`src/hw/rtl/rtc_tz_pkg.sv`:
```
// Shared types, constants and calendar tables for the time-zone adjust pipeline.
package rtc_tz_pkg;

  localparam logic signed [5:0] OFFSET_RESET  = -6'sd3;
  localparam int                HOURS_PER_DAY = 24;
  localparam int                SECS_PER_DAY  = 24 * 60 * 60;
  localparam int                EPOCH_YEAR    = 1970;
  localparam int                BASE_YEAR     = 2000;
  localparam int                DAYS_PER_YEAR = 365;
  localparam logic [4:0]        LEAP_FEB_DAYS = 5'd29;

  localparam logic [3:0] MONTH_JAN = 4'd1;
  localparam logic [3:0] MONTH_FEB = 4'd2;
  localparam logic [3:0] MONTH_DEC = 4'd12;

  localparam logic [2:0] WDAY_FIRST = 3'd1;
  localparam logic [2:0] WDAY_LAST  = 3'd7;

  // Local date and time as it travels down the pipe
  typedef struct packed {
    logic [5:0]  second;
    logic [5:0]  minute;
    logic [4:0]  hour;
    logic [2:0]  weekday;
    logic [4:0]  day;
    logic [3:0]  month;
    logic [11:0] year;
  } local_t;

  // Partial epoch terms after the second stage
  typedef struct packed {
    logic signed [9:0] doy;    // day of year from 0, may be -1
    logic [15:0]       ydays;  // days from 1970 to Jan 1 of the year
    logic [16:0]       hms;    // seconds within the day
  } dsum_t;

  function automatic logic is_leap(input logic [11:0] y);
    return (y[1:0] == 2'b00);
  endfunction

  // Month length; months outside 1..12 count as 31 days
  function automatic logic [4:0] month_len(input logic [3:0] m);
    logic [4:0] len;
    case (m)
      4'd2:                      len = 5'd28;
      4'd4, 4'd6, 4'd9, 4'd11:   len = 5'd30;
      default:                   len = 5'd31;
    endcase
    return len;
  endfunction

  // Days of the year before the first of month m (m already in 1..12)
  function automatic logic [8:0] days_before(input logic [3:0] m);
    logic [8:0] d;
    case (m)
      4'd2:    d = 9'd31;
      4'd3:    d = 9'd59;
      4'd4:    d = 9'd90;
      4'd5:    d = 9'd120;
      4'd6:    d = 9'd151;
      4'd7:    d = 9'd181;
      4'd8:    d = 9'd212;
      4'd9:    d = 9'd243;
      4'd10:   d = 9'd273;
      4'd11:   d = 9'd304;
      4'd12:   d = 9'd334;
      default: d = 9'd0;
    endcase
    return d;
  endfunction

endpackage

```
`src/hw/rtl/rtc_tz_roll.sv`:
```
// Stage 1: apply hour offset and roll the date by one day when needed.
module rtc_tz_roll import rtc_tz_pkg::*; (
  input  logic              clk,
  input  logic              en,
  input  logic signed [5:0] utc_offset,
  input  logic [5:0]        rtc_second,
  input  logic [5:0]        rtc_minute,
  input  logic [4:0]        rtc_hour,
  input  logic [2:0]        rtc_weekday,
  input  logic [4:0]        rtc_day,
  input  logic [3:0]        rtc_month,
  input  logic [6:0]        rtc_year,
  output local_t            loc
);

  local_t loc_r, loc_nxt;

  always_comb begin
    logic signed [6:0] hsum;
    logic signed [6:0] hadj;
    logic [11:0]       yr;
    logic [3:0]        pm;
    logic [11:0]       py;
    hsum = $signed({2'b00, rtc_hour}) + $signed({utc_offset[5], utc_offset});
    yr   = 12'(BASE_YEAR) + {5'b0, rtc_year};
    hadj = hsum;
    pm   = rtc_month;
    py   = yr;
    loc_nxt.second  = rtc_second;
    loc_nxt.minute  = rtc_minute;
    loc_nxt.weekday = rtc_weekday;
    loc_nxt.day     = rtc_day;
    loc_nxt.month   = rtc_month;
    loc_nxt.year    = yr;

    if (hsum < 0) begin
      // previous day
      hadj = hsum + 7'(HOURS_PER_DAY);
      loc_nxt.weekday = (rtc_weekday > WDAY_FIRST) ? rtc_weekday - 3'd1 : WDAY_LAST;
      if (rtc_day > 5'd1) begin
        loc_nxt.day = rtc_day - 5'd1;
      end else begin
        if (rtc_month > MONTH_JAN) begin
          pm = rtc_month - 4'd1;
        end else begin
          pm = MONTH_DEC;
          py = yr - 12'd1;
        end
        loc_nxt.month = pm;
        loc_nxt.year  = py;
        loc_nxt.day   = (is_leap(py) && pm == MONTH_FEB) ? LEAP_FEB_DAYS : month_len(pm);
      end
    end else if (hsum >= 7'sd24) begin
      // next day
      hadj = hsum - 7'(HOURS_PER_DAY);
      loc_nxt.weekday = (rtc_weekday < WDAY_LAST) ? rtc_weekday + 3'd1 : WDAY_FIRST;
      if (rtc_day < month_len(rtc_month) ||
          (is_leap(yr) && rtc_month == MONTH_FEB && rtc_day < LEAP_FEB_DAYS)) begin
        loc_nxt.day = rtc_day + 5'd1;
      end else begin
        loc_nxt.day = 5'd1;
        if (rtc_month < MONTH_DEC) begin
          loc_nxt.month = rtc_month + 4'd1;
        end else begin
          loc_nxt.month = MONTH_JAN;
          loc_nxt.year  = yr + 12'd1;
        end
      end
    end

    // one correction only; clamp what is still outside the day
    if (hadj < 0) begin
      loc_nxt.hour = 5'd0;
    end else if (hadj > 7'sd23) begin
      loc_nxt.hour = 5'd23;
    end else begin
      loc_nxt.hour = hadj[4:0];
    end
  end

  always_ff @(posedge clk) begin
    if (en) begin
      loc_r <= loc_nxt;
    end
  end

  assign loc = loc_r;

endmodule

```
`src/hw/rtl/rtc_tz_days.sv`:
```
// Stage 2: day of year, whole-year days and seconds within the day.
module rtc_tz_days import rtc_tz_pkg::*; (
  input  logic   clk,
  input  logic   en,
  input  local_t loc_in,
  output local_t loc_out,
  output dsum_t  dsum
);

  local_t loc_r;
  dsum_t  dsum_r, dsum_nxt;

  always_comb begin
    logic [3:0]        mi;
    logic signed [9:0] leap_adj;
    logic [7:0]        yo;
    logic [8:0]        leaps;
    mi = (loc_in.month < MONTH_JAN) ? MONTH_JAN :
         ((loc_in.month > MONTH_DEC) ? MONTH_DEC : loc_in.month);
    leap_adj = (is_leap(loc_in.year) && loc_in.month > MONTH_FEB) ? 10'sd1 : 10'sd0;
    dsum_nxt.doy = $signed({5'b0, loc_in.day}) + $signed({1'b0, days_before(mi)})
                   + leap_adj - 10'sd1;

    // years since 1970; leap days of 1970..year-1 reduce to (yo+1)/4
    yo    = 8'(loc_in.year - 12'(EPOCH_YEAR));
    leaps = ({1'b0, yo} + 9'd1) >> 2;
    dsum_nxt.ydays = ({8'b0, yo} * 16'(DAYS_PER_YEAR)) + {7'b0, leaps};

    dsum_nxt.hms = ({12'b0, loc_in.hour} * 17'd3600) + ({11'b0, loc_in.minute} * 17'd60)
                   + {11'b0, loc_in.second};
  end

  always_ff @(posedge clk) begin
    if (en) begin
      loc_r  <= loc_in;
      dsum_r <= dsum_nxt;
    end
  end

  assign loc_out = loc_r;
  assign dsum    = dsum_r;

endmodule

```
`src/hw/rtl/rtc_tz_epoch.sv`:
```
// Stages 3 and 4: total day count, then scale to seconds and add time of day.
module rtc_tz_epoch import rtc_tz_pkg::*; (
  input  logic        clk,
  input  logic        en3,
  input  logic        en4,
  input  local_t      loc_in,
  input  dsum_t       dsum,
  output local_t      loc_out,
  output logic [31:0] epoch
);

  local_t      loc3_r, loc4_r;
  logic [15:0] days_r, days_nxt;
  logic [16:0] hms_r;
  logic [31:0] epoch_r, epoch_nxt;
  logic [33:0] epoch_sum;

  // day of year can be -1; the total is never negative
  assign days_nxt  = dsum.ydays + 16'($signed(dsum.doy));
  assign epoch_sum = ({18'b0, days_r} * 34'(SECS_PER_DAY)) + {17'b0, hms_r};

  // sums past 32 bits saturate
  assign epoch_nxt = (epoch_sum[33:32] != 2'b00) ? 32'hFFFF_FFFF : epoch_sum[31:0];

  always_ff @(posedge clk) begin
    if (en3) begin
      loc3_r <= loc_in;
      days_r <= days_nxt;
      hms_r  <= dsum.hms;
    end
    if (en4) begin
      loc4_r  <= loc3_r;
      epoch_r <= epoch_nxt;
    end
  end

  assign loc_out = loc4_r;
  assign epoch   = epoch_r;

endmodule

```
`src/hw/rtl/rtc_timezone_adjust_and_epoch.sv`:
```
// Top level: four-stage time-zone adjust and Unix epoch pipeline.
//
//  channel | ports                      | direction | handshake
//  --------+----------------------------+-----------+------------------------
//  in      | in_rtc_* (clock reading)   | input     | in_valid / in_ready
//  out     | out_local_*, epoch_seconds | output    | out_valid / out_ready
//  cfg     | cfg_wr_data (utc_offset)   | input     | cfg_wr_en, no wait
//
//  One word enters per cycle unless a stall on out_ready has filled the pipe.
//  The four register stages are roll, day terms, day sum and scale.
//  Each stage takes a new word when it is empty or the stage after it moves,
//  so a stall on out_ready fills bubbles first and loses nothing.
//  rst_n (synchronous) empties the pipe and sets utc_offset to -3.
module rtc_timezone_adjust_and_epoch import rtc_tz_pkg::*; (
  input  logic        clk,
  input  logic        rst_n,
  input  logic        cfg_wr_en,
  input  logic [5:0]  cfg_wr_data,
  input  logic        in_valid,
  output logic        in_ready,
  input  logic [5:0]  in_rtc_second,
  input  logic [5:0]  in_rtc_minute,
  input  logic [4:0]  in_rtc_hour,
  input  logic [2:0]  in_rtc_weekday,
  input  logic [4:0]  in_rtc_day,
  input  logic [3:0]  in_rtc_month,
  input  logic [6:0]  in_rtc_year,
  output logic        out_valid,
  input  logic        out_ready,
  output logic [5:0]  out_local_second,
  output logic [5:0]  out_local_minute,
  output logic [4:0]  out_local_hour,
  output logic [2:0]  out_local_weekday,
  output logic [4:0]  out_local_day,
  output logic [3:0]  out_local_month,
  output logic [11:0] out_local_year,
  output logic [31:0] out_epoch_seconds
);

  logic signed [5:0] utc_offset_r;
  logic [3:0]        vld_r, vld_nxt;
  logic [3:0]        ld;
  local_t            loc1, loc2, loc4;
  dsum_t             dsum2;

  // offset register
  always_ff @(posedge clk) begin
    if (!rst_n) begin
      utc_offset_r <= OFFSET_RESET;
    end else if (cfg_wr_en) begin
      utc_offset_r <= cfg_wr_data;
    end
  end

  // stage loads: a stage moves when empty or when the next one moves
  assign ld[3] = out_ready | ~vld_r[3];
  assign ld[2] = ld[3] | ~vld_r[2];
  assign ld[1] = ld[2] | ~vld_r[1];
  assign ld[0] = ld[1] | ~vld_r[0];

  always_comb begin
    vld_nxt = vld_r;
    if (ld[0]) vld_nxt[0] = in_valid;
    if (ld[1]) vld_nxt[1] = vld_r[0];
    if (ld[2]) vld_nxt[2] = vld_r[1];
    if (ld[3]) vld_nxt[3] = vld_r[2];
  end

  always_ff @(posedge clk) begin
    if (!rst_n) begin
      vld_r <= 4'b0;
    end else begin
      vld_r <= vld_nxt;
    end
  end

  rtc_tz_roll u_roll (
    .clk         (clk),
    .en          (ld[0]),
    .utc_offset  (utc_offset_r),
    .rtc_second  (in_rtc_second),
    .rtc_minute  (in_rtc_minute),
    .rtc_hour    (in_rtc_hour),
    .rtc_weekday (in_rtc_weekday),
    .rtc_day     (in_rtc_day),
    .rtc_month   (in_rtc_month),
    .rtc_year    (in_rtc_year),
    .loc         (loc1)
  );

  rtc_tz_days u_days (
    .clk     (clk),
    .en      (ld[1]),
    .loc_in  (loc1),
    .loc_out (loc2),
    .dsum    (dsum2)
  );

  rtc_tz_epoch u_epoch (
    .clk     (clk),
    .en3     (ld[2]),
    .en4     (ld[3]),
    .loc_in  (loc2),
    .dsum    (dsum2),
    .loc_out (loc4),
    .epoch   (out_epoch_seconds)
  );

  assign in_ready          = ld[0];
  assign out_valid         = vld_r[3];
  assign out_local_second  = loc4.second;
  assign out_local_minute  = loc4.minute;
  assign out_local_hour    = loc4.hour;
  assign out_local_weekday = loc4.weekday;
  assign out_local_day     = loc4.day;
  assign out_local_month   = loc4.month;
  assign out_local_year    = loc4.year;

endmodule

```
`config.mk`:
```
export PLATFORM = sky130hd
export DESIGN_NAME = rtc_timezone_adjust_and_epoch
export DESIGN_NICKNAME = d
export VERILOG_FILES = /design/src/hw/rtl/rtc_tz_pkg.sv /design/src/hw/rtl/rtc_tz_roll.sv /design/src/hw/rtl/rtc_tz_days.sv /design/src/hw/rtl/rtc_tz_epoch.sv /design/src/hw/rtl/rtc_timezone_adjust_and_epoch.sv
export SDC_FILE = /design/constraint.sdc
export NUM_CORES = 1
export LEC_CHECK = 0
export BUFFER_PORTS_ARGS = -buffer_cell sky130_fd_sc_hd__clkbuf_2
export CAP_MARGIN = 20
export CORE_ASPECT_RATIO = 1.4
export CORE_UTILIZATION = 30
export DETAILED_ROUTE_END_ITERATION = 16
export SYNTH_ARGS = -nofsm -noshare
export SYNTH_HDL_FRONTEND = slang
export SYNTH_HIERARCHICAL = 1
export SYNTH_SLANG_ARGS = --single-unit
export TNS_END_PERCENT = 1
```
`constraint.sdc`:
```
create_clock -name clk -period 6.89 [get_ports clk]
set_input_delay 1.378 -clock clk [delete_from_list [all_inputs] [get_ports clk]]
set_output_delay 1.378 -clock clk [all_outputs]
set_load 0.01 [all_outputs]
```
# [Yosys cells after proc, flatten, opt, wreduce, memory -nomap -nowiden]
# Memories as Yosys holds them, arrays and structs flattened.
# Index checks and enable logic that the tools add are counted.
[totals] reg_bits=282 mem_count=1 wordCells=138 mem_bits_ro=144 in_bits=47
[classes] bitwise=8 order_cmp=14 mul=4 n_eq_ne=10 mux=27 addsub=22 n_reduce_logical=12
[mem_list] memory="(no name shown)" depth=16 word_bits=9 rd=1 rd_ports_with_merged_regs=0 write_ports=0 line_no="rtc_tz_pkg.sv:55" source="case (m)"
[ops] op="2-to-1 mux 12 bit" n=4
[ops] op="2-to-1 mux 24 bit" n=2
[ops] op="adder 33 x 17 -> 34 bit" n=1
[ops] op="2-to-1 mux 16 bit" n=2
[ops] op="multiplier 16 x 10 -> 26 bit, second input constant" n=1
[ops] op="2-to-1 mux 5 bit" n=5
[ops] op="2-to-1 mux 4 bit" n=6
[ops] op="adder 17 x 12 -> 17 bit" n=1
[ops] op="adder 17 x 6 -> 17 bit" n=1
[ops] op="adder 16 bit" n=1
[ops] op="adder 16 x 7 -> 16 bit" n=1
[ops] op="== test 4 x 3 -> 1 bit, second input constant" n=4
[ops] op="== test 4 bit, second input constant" n=4
[ops] op="multiplier 8 x 9 -> 16 bit, second input constant" n=1
[ops] op="< comparator 7 x 1 -> 1 bit, second input constant" n=2
[ops] op="2-to-1 mux 7 bit" n=2
[ops] op="multiplier 5 x 8 -> 13 bit, second input constant" n=1
[ops] op="adder 11 x 7 -> 12 bit, first input constant" n=1
[ops] op="adder 12 x 1 -> 12 bit, second input constant" n=1
[ops] op="subtractor 12 x 1 -> 12 bit, second input constant" n=1
[ops] op="adder 10 bit" n=1
[ops] op="adder 5 x 9 -> 10 bit" n=1
[ops] op="multiplier 6 x 4 -> 10 bit, second input constant" n=1
[ops] op="subtractor 10 x 2 -> 10 bit, second input constant" n=1
[ops] op="other kinds (36)" n=51

# [Depth between registers and ports, before layout]
# Gate-level depths: netlist (run 1).
[depth] depth_word=10 ltp_mapped=23 depth_no_buf=23

# [Hierarchy]
# The synthesis (run 1) kept the hierarchy.
[by_module_without_submodules] mod="rtc_tz_epoch" cells_per_inst=697 area_each_um2=8897.3 instances=1
[by_module_without_submodules] mod="rtc_tz_days" cells_per_inst=601 area_each_um2=6776.5 instances=1
[by_module_without_submodules] mod="rtc_tz_roll" cells_per_inst=324 area_each_um2=3163.0 instances=1
[by_module_without_submodules] mod="rtc_timezone_adjust_and_epoch" cells_per_inst=37 area_each_um2=381.6 instances=1

# [Worst setup path after synthesis (run 1)]
# No wires, ideal clock.
[synth_timing] kind="register to register" startpoint="reg u_epoch.days_r[1]" endpoint="reg u_epoch.epoch_r[11] (netlist: u_epoch/epoch[11]), data pin" path_slack_ps=1254 path_buffers=2 path_stages_with_launch=23 required_time_ps=6635 synth_period_minus_slack_ps=5636 arrival_ps=5381 setup_time_ps=255 path_cell_list="edfxtp_1 > ha_1 > inv_1 > fa_1 > inv_1 > fa_1 > ha_1 > inv_1 > fa_1 > inv_1 > ha_1 > a21o_1 > a221o_1 > or3_1 > o22ai_2 > xnor2_2 > nand3_2 > nor4_4 > nand4_1 > mux2_4 > buf_6 > buf_6 > nand2_2"
[synth_via] elab_chain_len=3
[synth_lines] element="from (decl)" line_no="rtc_tz_epoch.sv:13" source="logic [15:0] days_r, days_nxt;"
[synth_lines] element="from (signal assigned)" line_no="rtc_tz_epoch.sv:28" source="days_r <= days_nxt;"
[synth_lines] element="multiplier 16 x 10 -> 26 bit *" line_no="rtc_tz_epoch.sv:20" source="assign epoch_sum = ({18'b0, days_r} * 34'(SECS_PER_DAY)) + {17'b0, hms_r};"
[synth_lines] element="adder 33 x 17 -> 34 bit *" line_no="rtc_tz_epoch.sv:20"
[synth_lines] element="nonzero test 2 bit" line_no="rtc_tz_epoch.sv:23" source="assign epoch_nxt = (epoch_sum[33:32] != 2'b00) ? 32'hFFFF_FFFF : epoch_sum[31:0];"
[synth_lines] element="to (signal assigned)" line_no="rtc_tz_epoch.sv:33" source="epoch_r <= epoch_nxt;"
[synth_lines] element="to (decl)" line_no="rtc_tz_epoch.sv:15" source="logic [31:0] epoch_r, epoch_nxt;"
# Mark *: on every way between the ends. The rest lies on a longest branch, timed or not.
# A chain may end at the register's enable or synchronous reset.

# [Worst setup path in the final report (run 1)]
[layout_timing] startpoint="reg u_epoch.days_r[3]" endpoint="reg u_epoch.epoch_r[4] (netlist: u_epoch/epoch[4]), data pin"
[layout_via] elab_chain_len=3
[layout_lines] element="multiplier 16 x 10 -> 26 bit" line_no="rtc_tz_epoch.sv:20"
[layout_lines] element="adder 33 x 17 -> 34 bit" line_no="rtc_tz_epoch.sv:20"
[layout_lines] element="nonzero test 2 bit" line_no="rtc_tz_epoch.sv:23"
# No other way between the ends.

==> results.tsv, run 1 <==
stage	metric	value	unit
worst_setup_path	crit_chain	ha_1 -> inv_1 -> fa_1 -> inv_1 -> fa_1 -> ha_1 -> inv_1 -> fa_1 -> inv_1 -> ha_1 -> a21o_1 -> a221o_1 -> or3_1 -> o22ai_2 -> xnor2_2 -> nand3_2 -> nor4_4 -> nand4_1 -> mux2_4 -> nand2b_1	
routing	ant_nets	0	
worst_setup_path	crit_path_start_kind	flop	
synth	synth_edf_count	270	
synth	avgSynthCellArea	11.6	µm²
sta	rsz0062_at_grt	no	
worst_setup_path	r2r_setup_slack	0.81	ns
floorplan	start_util	30.4	%
worst_setup_path	crit_arrival	6.40	ns
global_routing	grt-ovfl-total	0	
sta	slew-limit-headroom	29.3	%
routing	drt_first_pass_iters	5	
finish	flow.area_growth_from_synthesis	13.2	%
floorplan	die_h	301	µm
worst_setup_path	cp_slowest_stage_delay	0.54	ns
clocking	clk_path_buf_depth	3	
routing	routed_wl	39000	µm
job	maxCapViolCount	0	
routing	vias	12300	
clocking	cts_hold_buf	0	
sta	hold_viol	0	
clocking	h-tree-depth	1	
sta	fmax	0.164	GHz
floorplan	pin_count	122	
routing	wl_per_cell	14.7	µm
synth	synth_xor_area_share	5.81	%
run_status	status	finished, final reports clean	
synth	ys_ff_latch	280	
clocking	clkSlewWorstSetupHoldPaths	0.06	ns
sta	finalSetupViolations	0	
floorplan	die_width	216	µm
finish	layout_commonest_cell	edfxtp_1	
worst_setup_path	critical_path_class	flop to flop	
place	gp_congestion	0.867	
synth	yosys-mux-area-fraction	0.768	%
sta	fin_skew	0.0119	ns
synth	synth_fa_ha_area_share	24.0	%
finish	diodes	0	
synth	yosysUniqueCellTypes	100	
clocking	cts_root_buffer	clkbuf_16	
routing	vias_per_cell	4.65	
synth	yosysWarnings	6	
clocking	cts_tree	yes	
global_routing	grt_max_degree	75	
worst_hold_path	min_path_type	flop to flop	
clocking	cts_resized	0	
clocking	post-cts-setup-buffers	0	
clocking	clock_latency	0.58	ns
synth	synth.yosys.seq_area_share	43.2	%
routing	drt-initial-drc-count	399	
worst_setup_path	cp_max_fo	32	
synth	synth-compound-area-share	11.0	%
worst_setup_path	crit_top_cell	inv_1	
synth	synth_nets	2032	
sta	period_share	88.3	%
routing	drc_errors	0	
worst_setup_path	end_kind	flop	
global_routing	antenna_found_initial	1	
worst_setup_path	slowest_stage	mux2_4	
sta	finalMaxSlewViolations	0	
finish	multiInputGateArea	9830	µm²
global_routing	grt.total_usage	12.1	%
synth	synth_top_family_by_area	adder cells	
synth	synth_area	19200	µm²
global_routing	grt_pass1_wl	64600	µm
worst_setup_path	critPathTopFamily	adder cells	
synth	async_reset_ff_share	0	%
worst_setup_path	cp.required	7.21	ns
floorplan	fp.dieArea	65100	µm²
synth	synthSimpleGateAreaFrac	9.52	%
floorplan	rows	109	
finish	layout.nets	2162	
finish	fillCellCount	6321	
global_routing	grt_pass1_vias	12800	
worst_setup_path	cp.buffers_inverters	4	
sta	tightest_slew	1.06	ns
clocking	cts_buffers	31	
clocking	cts.sinks	280	
place	port_buffers	121	
synth	syn_inst	1659	
finish	drive_gt1_share	13.4	%
floorplan	core_area	63300	µm²
sta	setup_tns	0	ns
finish	layout_common_cells	270 x edfxtp_1, 254 x ha_1, 240 x inv_1, 121 x clkbuf_2, 85 x xnor2_1	
finish	regArea	8310	µm²
sta	min_period	6.08	ns
synth	synth_ff_type	edfxtp_1	
place	hpwl	30900	µm
routing by layer:
metal / GRT usage [%] / share of wire [%] / vias up
met4: 3.60 / 2.1 / 0
met3: 1.61 / 3.4 / 61
met1: 14.1 / 43 / 5890
li1: - / - / 6136
met5: 0 / 0 / -
met2: 22.9 / 52 / 193
cell families after synthesis:
logic type,count (synthesis)
AO/OA/AOI/OAI,305
XOR/XNOR,125
adder cells (fa/ha/maj),326
buffers and inverters,274
flip-flops,280
multiplexers,14
AND/OR/NAND/NOR,335
cell usage after synthesis, types with 24 or more instances:
| master | instances | area (µm²) |
|---|---|---|
| ha_1 | 254 | 3180 |
| a21o_1 | 36 | 270 |
| xnor2_1 | 85 | 744 |
| nand2_1 | 67 | 251 |
| nor3_1 | 25 | 125 |
| o21ai_0 | 47 | 235 |
| edfxtp_1 | 270 | 8110 |
| nand3_1 | 29 | 145 |
| nor2_1 | 77 | 289 |
| inv_1 | 242 | 908 |
| fa_1 | 72 | 1440 |
| a21oi_1 | 71 | 355 |
| xor2_1 | 37 | 324 |
| nand2b_1 | 24 | 150 |
stage by stage:
stage,cells,area (µm²),utilization (%),hold slack (ns),worst slack [ns]
floorplan,1659,19200,-,0.400,1.25
global placement,2587,20700,32.8,0.402,0.924
detailed placement,2587,20700,32.8,0.405,0.814
CTS,2642,21700,34.3,0.409,0.799
global route,2643,21700,34.4,0.418,0.460
finish,2643,21700,34.4,0.409,0.809
area by class of cell:
cell class                      count  share of cell area (%)
Clock buffer                       35                    3.64
Clock inverter                     20                   0.909
Inverter                          244                    4.23
Multi-Input combinational cell   1105                    45.2
Sequential cell                   280                    38.2
Tap cell                          832                    4.79
Timing Repair Buffer              127                    3.05
state kept, by name (all words and copies together), names as in the netlist:
signal           cells
u_days/dsum         41
u_days/loc_out      41
u_epoch/days_r      16
u_epoch/epoch       32
u_epoch/hms_r       17
u_epoch/loc3_r      41
u_epoch/loc_out     41
u_roll/loc          41
utc_offset_r         6
vld_r                4
worst paths after layout:
check               startpoint               end  cells after the start
min reg2reg     u_days/dsum[8]  u_epoch/hms_r[8]                      0
max          u_epoch/days_r[3]  u_epoch/epoch[4]                     20
max reg2reg  u_epoch/days_r[3]  u_epoch/epoch[4]                     20
min             u_days/dsum[8]  u_epoch/hms_r[8]                      0
Power of run 1 is left out: the tool's default activity adds up to more than one toggle a clock period on the data nets, which glitch-free logic cannot reach.
==> run 2: changes to the inputs <==
--- a/config.mk
+++ b/config.mk
@@ -10,6 +10,7 @@
 export CORE_ASPECT_RATIO = 1.4
 export CORE_UTILIZATION = 30
 export DETAILED_ROUTE_END_ITERATION = 16
+export RECOVER_POWER = 100
 export SYNTH_ARGS = -nofsm -noshare
 export SYNTH_HDL_FRONTEND = slang
 export SYNTH_HIERARCHICAL = 1
==> constraint.sdc (replaced) <==
create_clock -name clk -period 7.44 [get_ports clk]
set_input_delay 1.488 -clock clk [delete_from_list [all_inputs] [get_ports clk]]
set_output_delay 1.488 -clock clk [all_outputs]
set_load 0.01 [all_outputs]
==> run 2 against run 1 <==
Against the previous run:
- the run now ends with capacitance limit, slew limit left
- die area is the same
- count of clock-buffer cells in the layout grew 7
- critical path depth is the same
- hold slack lost 0.0035 ns
- clock skew grew 0.0093 ns
- largest cell class unchanged
==> results.tsv, run 2 (synthesized netlist as in run 1, its figures left out) <==
stage	metric	value	unit
run_status	status	complete, but fails checks	
run_status	violations	capacitance limit, slew limit	
clocking	h-tree-depth	2	
clocking	cts_tree	yes	
global_routing	antenna_found_initial	0	
clocking	cts_hold_buf	0	
worst_setup_path	crit_top_cell	inv_1	
place	placed_cell_area	20700	µm²
place	gp_congestion	0.869	
floorplan	start_util	30.4	%
sta	tightest_slew	4.40	ns
global_routing	grt-ovfl-total	0	
place	hpwl	30800	µm
sta	setup_tns	0	ns
global_routing	grt_pass1_vias	12800	
floorplan	die_h	301	µm
finish	design_area	21600	µm²
finish	diodes	0	
worst_hold_path	min_path_type	flop to flop	
clocking	clkSlewWorstSetupHoldPaths	0.06	ns
routing	vias_per_cell	4.67	
sta	fin_skew	0.0213	ns
global_routing	grt_pass1_wl	63900	µm
finish	fin_util	34.1	%
clocking	cts_buffers	34	
sta	fmax	0.159	GHz
sta	hold_viol	0	
clocking	cts_root_buffer	clkbuf_16	
global_routing	grt_max_degree	75	
routing	drc_errors	0	
worst_setup_path	cp_max_fo	32	
floorplan	pin_count	122	
sta	finalSetupViolations	0	
sta	slew-limit-headroom	-193	%
routing	vias	12400	
worst_setup_path	critPathTopFamily	adder cells	
worst_setup_path	cp.required	7.71	ns
worst_setup_path	crit_chain	ha_1 -> inv_1 -> fa_1 -> inv_1 -> fa_1 -> ha_1 -> inv_1 -> fa_1 -> inv_1 -> ha_1 -> a21o_1 -> a221o_1 -> or3_1 -> o22ai_1 -> xnor2_1 -> nand3_2 -> nor4_1 -> nand4_1 -> mux2_4 -> nand2_1	
floorplan	core_area	63300	µm²
routing	drt-initial-drc-count	498	
job	maxCapViolCount	5	
sta	rsz0062_at_grt	no	
routing	ant_nets	0	
worst_setup_path	cp_slowest_stage_delay	0.59	ns
worst_setup_path	crit_arrival	6.56	ns
finish	layout.nets	2164	
finish	layout_commonest_cell	edfxtp_1	
sta	min_period	6.28	ns
routing	drt_first_pass_iters	7	
sta	period_share	84.5	%
finish	drive_gt1_share	7.65	%
worst_setup_path	cp.buffers_inverters	4	
floorplan	rows	109	
worst_setup_path	critical_path_class	flop to flop	
finish	layout_common_cells	270 x edfxtp_1, 254 x ha_1, 240 x inv_1, 88 x clkbuf_1, 87 x xnor2_1	
finish	flow.area_growth_from_synthesis	12.3	%
sta	holdWs	0.405	ns
clocking	clock_latency	0.54	ns
routing	wl_per_cell	14.8	µm
floorplan	fp.dieArea	65100	µm²
global_routing	grt.total_usage	12.1	%
clocking	cts_resized	0	
place	port_buffers	121	
worst_setup_path	slowest_stage	nor4_1	
worst_setup_path	crit_path_start_kind	flop	
sta	finalMaxSlewViolations	231	
routing	routed_wl	39200	µm
clocking	clk_path_buf_depth	3	
floorplan	die_width	216	µm
clocking	cts.sinks	280	
clocking	post-cts-setup-buffers	0	
worst_setup_path	end_kind	flop	
run 2: per-layer routing:
layer / vias to the layer above / GRT usage [%] / wire length (µm)
met3: 78 / 2.20 / 1490
met1: 5938 / 13.7 / 16600
met4: 0 / 4.36 / 1150
met5: - / 0 / 0
met2: 234 / 22.6 / 20000
li1: 6129 / - / -
run 2: through the flow:
step	setup WS, ns	instances
3_3_place_gp	1.47	2586
4_1_cts	1.33	2647
2_1_floorplan	1.80	1659
5_1_grt	0.692	2648
3_5_place_dp	1.33	2586
6_report	1.16	2648
run 2: worst register-to-register path, stage by stage (launching register included):
cell	delay, ns
edfxtp_1	0.47
ha_1	0.32
inv_1	0.07
fa_1	0.51
inv_1	0.05
fa_1	0.45
ha_1	0.30
inv_1	0.05
fa_1	0.50
inv_1	0.04
ha_1	0.38
a21o_1	0.21
a221o_1	0.40
or3_1	0.33
o22ai_1	0.16
xnor2_1	0.24
nand3_2	0.14
nor4_1	0.59
nand4_1	0.22
mux2_4	0.47
nand2_1	0.12
run 2: area by class of cell:
cell class / count / area, µm²
tap: 832 / 1040
inverter: 244 / 920
clock buffer: 42 / 891
fill: 6353 / 41700
clock inverter: 19 / 176
sequential: 280 / 8310
timing repair buffer: 126 / 532
multi-input combinational: 1105 / 9710
run 2: final timing paths:
check	startpoint	cells after the start	slack, ns	endpoint
hold reg to reg	u_epoch/loc3_r[32]	0	0.41	u_epoch/loc_out[32]
setup / recovery	u_epoch/days_r[1]	20	1.16	u_epoch/epoch[14]
hold / removal	u_epoch/loc3_r[32]	0	0.41	u_epoch/loc_out[32]
setup reg to reg	u_epoch/days_r[1]	20	1.16	u_epoch/epoch[14]
Power of run 2 is left out for the same reason.
==> run 3: changes to the inputs <==
==> constraint.sdc (replaced) <==
create_clock -name clk -period 5.05 [get_ports clk]
set_input_delay 1.01 -clock clk [delete_from_list [all_inputs] [get_ports clk]]
set_output_delay 1.01 -clock clk [all_outputs]
set_load 0.01 [all_outputs]
==> run 3 against run 2 <==
Against the previous run:
- the flow finishes with violations (capacitance limit, slew limit, setup timing)
- highest routed layer unchanged
- register-to-register slack lost 1.5 ns
- non-clock buffer count grew 114
- global-route usage grew 0.12 points
- cell count grew 4.1%
- critical endpoint is now u_epoch/epoch[0]
- clock skew grew 0.011 ns
==> results.tsv, run 3 (synthesized netlist as in run 1, its figures left out) <==
stage	metric	value	unit
routing	wl_per_cell	14.3	µm
floorplan	pin_count	122	
place	hpwl	31500	µm
worst_setup_path	crit_arrival	5.73	ns
routing	routed_wl	39300	µm
routing	drt-initial-drc-count	440	
finish	flow.area_growth_from_synthesis	17.3	%
floorplan	rows	109	
sta	hold_viol	0	
global_routing	grt_max_degree	53	
worst_setup_path	end_kind	flop	
global_routing	grt_pass1_vias	13300	
clocking	h-tree-depth	1	
clocking	cts.sinks	280	
clocking	clock_latency	0.60	ns
clocking	clk_path_buf_depth	3	
finish	drive_gt1_share	14.5	%
sta	period_share	106	%
floorplan	core_area	63300	µm²
worst_setup_path	cp_max_fo	21	
worst_setup_path	crit_path_start_kind	flop	
floorplan	die_width	216	µm
worst_setup_path	crit_chain	ha_1 -> inv_2 -> fa_1 -> inv_1 -> fa_1 -> ha_1 -> inv_1 -> fa_1 -> inv_2 -> ha_4 -> a21o_1 -> a221o_1 -> or3_1 -> o22ai_2 -> xnor2_2 -> nand3_2 -> nor4_4 -> nand4_1 -> mux2_4 -> buf_12 -> nand2b_1	
finish	layout_commonest_cell	edfxtp_1	
floorplan	start_util	30.4	%
clocking	cts_buffers	30	
sta	holdWs	0.399	ns
worst_hold_path	min_from	u_days/loc_out[3]	
sta	finalSetupViolations	37	
clocking	cts_root_buffer	clkbuf_16	
sta	rsz0062_at_grt	yes	
routing	ant_nets	0	
sta	fmax	0.186	GHz
floorplan	fp.dieArea	65100	µm²
sta	slew-limit-headroom	-88.1	%
worst_setup_path	reg2reg_depth	21	
finish	layout_common_cells	270 x edfxtp_1, 249 x ha_1, 237 x inv_1, 104 x buf_4, 90 x clkbuf_1	
worst_setup_path	critical_path_class	flop to flop	
global_routing	grt_pass1_wl	64800	µm
sta	tightest_slew	2.82	ns
worst_setup_path	cp.required	5.40	ns
clocking	cts_tree	yes	
sta	min_period	5.38	ns
clocking	clkSlewWorstSetupHoldPaths	0.06	ns
routing	drc_errors	0	
job	maxCapViolCount	6	
routing	vias_per_cell	4.58	
worst_setup_path	cp_slowest_stage_delay	0.49	ns
worst_setup_path	reg2reg_to	u_epoch/epoch[0]	
routing	vias	12600	
global_routing	grt-ovfl-total	0	
worst_setup_path	critPathTopFamily	adder cells	
sta	fin_skew	0.0319	ns
global_routing	grt.total_usage	12.2	%
worst_setup_path	crit_top_cell	fa_1	
worst_hold_path	min_path_type	flop to flop	
finish	diodes	0	
sta	finalWorstSetupSlack	-0.328	ns
run_status	violations	capacitance limit, slew limit, setup timing	
worst_setup_path	r2r_setup_slack	-0.33	ns
sta	finalMaxSlewViolations	231	
worst_setup_path	regToRegStartpoint	u_epoch/days_r[3]	
run_status	status	complete, but fails checks	
worst_hold_path	worstHoldEndpoint	u_epoch/loc3_r[3]	
place	port_buffers	121	
routing	drt_first_pass_iters	5	
worst_hold_path	hold_path_depth	0	
worst_setup_path	slowest_stage	fa_1	
floorplan	die_h	301	µm
finish	layout.nets	2274	
place	gp_congestion	0.867	
worst_setup_path	cp.buffers_inverters	5	
global_routing	antenna_found_initial	1	
## run 3: cell types whose count changed in the layout (fill, tap and decap cells not counted), sizes merged
cell    before  now
clkinv      10   14
clkbuf     167  166
bufinv       2    3
buf          1  105
## run 3: cell type report
type / instances / area (µm²)
Clock buffer: 31 / 754
Clock inverter: 24 / 245
Fill cell: 6334 / 40700
Inverter: 244 / 920
Multi-Input combinational cell: 1105 / 9900
Sequential cell: 280 / 8310
Tap cell: 832 / 1040
Timing Repair Buffer: 240 / 1370
## run 3: repair_timing
action,CTS,global route
hold buffers,0,0
setup buffers,1,1
endpoints found under the setup margin,36,39
pin swaps,1,5
gates resized for setup,4,8
## run 3: worst max path at each step
stage                           start                 to  slack, ns  cells after the start
floorplan           u_epoch/days_r[3]  u_epoch/epoch[19]      -0.36                     22
global placement    u_epoch/days_r[3]   u_epoch/epoch[0]      -0.26                     21
detailed placement  u_epoch/days_r[5]   u_epoch/epoch[0]      -0.36                     20
CTS                 u_epoch/days_r[3]   u_epoch/epoch[0]      -0.31                     21
global route        u_epoch/days_r[3]   u_epoch/epoch[8]      -0.58                     21
finish              u_epoch/days_r[3]   u_epoch/epoch[0]      -0.33                     21
## run 3: metrics by stage
| step | std cells | TNS [ns] | util [%] | setup slack (ns) | area, µm² |
|---|---|---|---|---|---|
| detailed placement | 2699 | -10.22 | 34.2 | -0.359 | 21700 |
| global placement | 2699 | -7.91 | 34.2 | -0.263 | 21700 |
| floorplan | 1659 | -9.85 | - | -0.357 | 19300 |
| CTS | 2755 | -9.17 | 35.8 | -0.313 | 22700 |
| finish | 2756 | -10.36 | 35.6 | -0.328 | 22500 |
| global route | 2756 | -19.88 | 35.6 | -0.575 | 22500 |
## run 3: routing by layer
metal	global-route usage (%)	wire length, µm	vias to the layer above
li1	-	-	6361
met1	13.6	16300	6004
met2	23.6	20500	207
met3	1.69	1540	62
met4	3.96	969	0
met5	0	0	-
Power of run 3 is left out for the same reason.
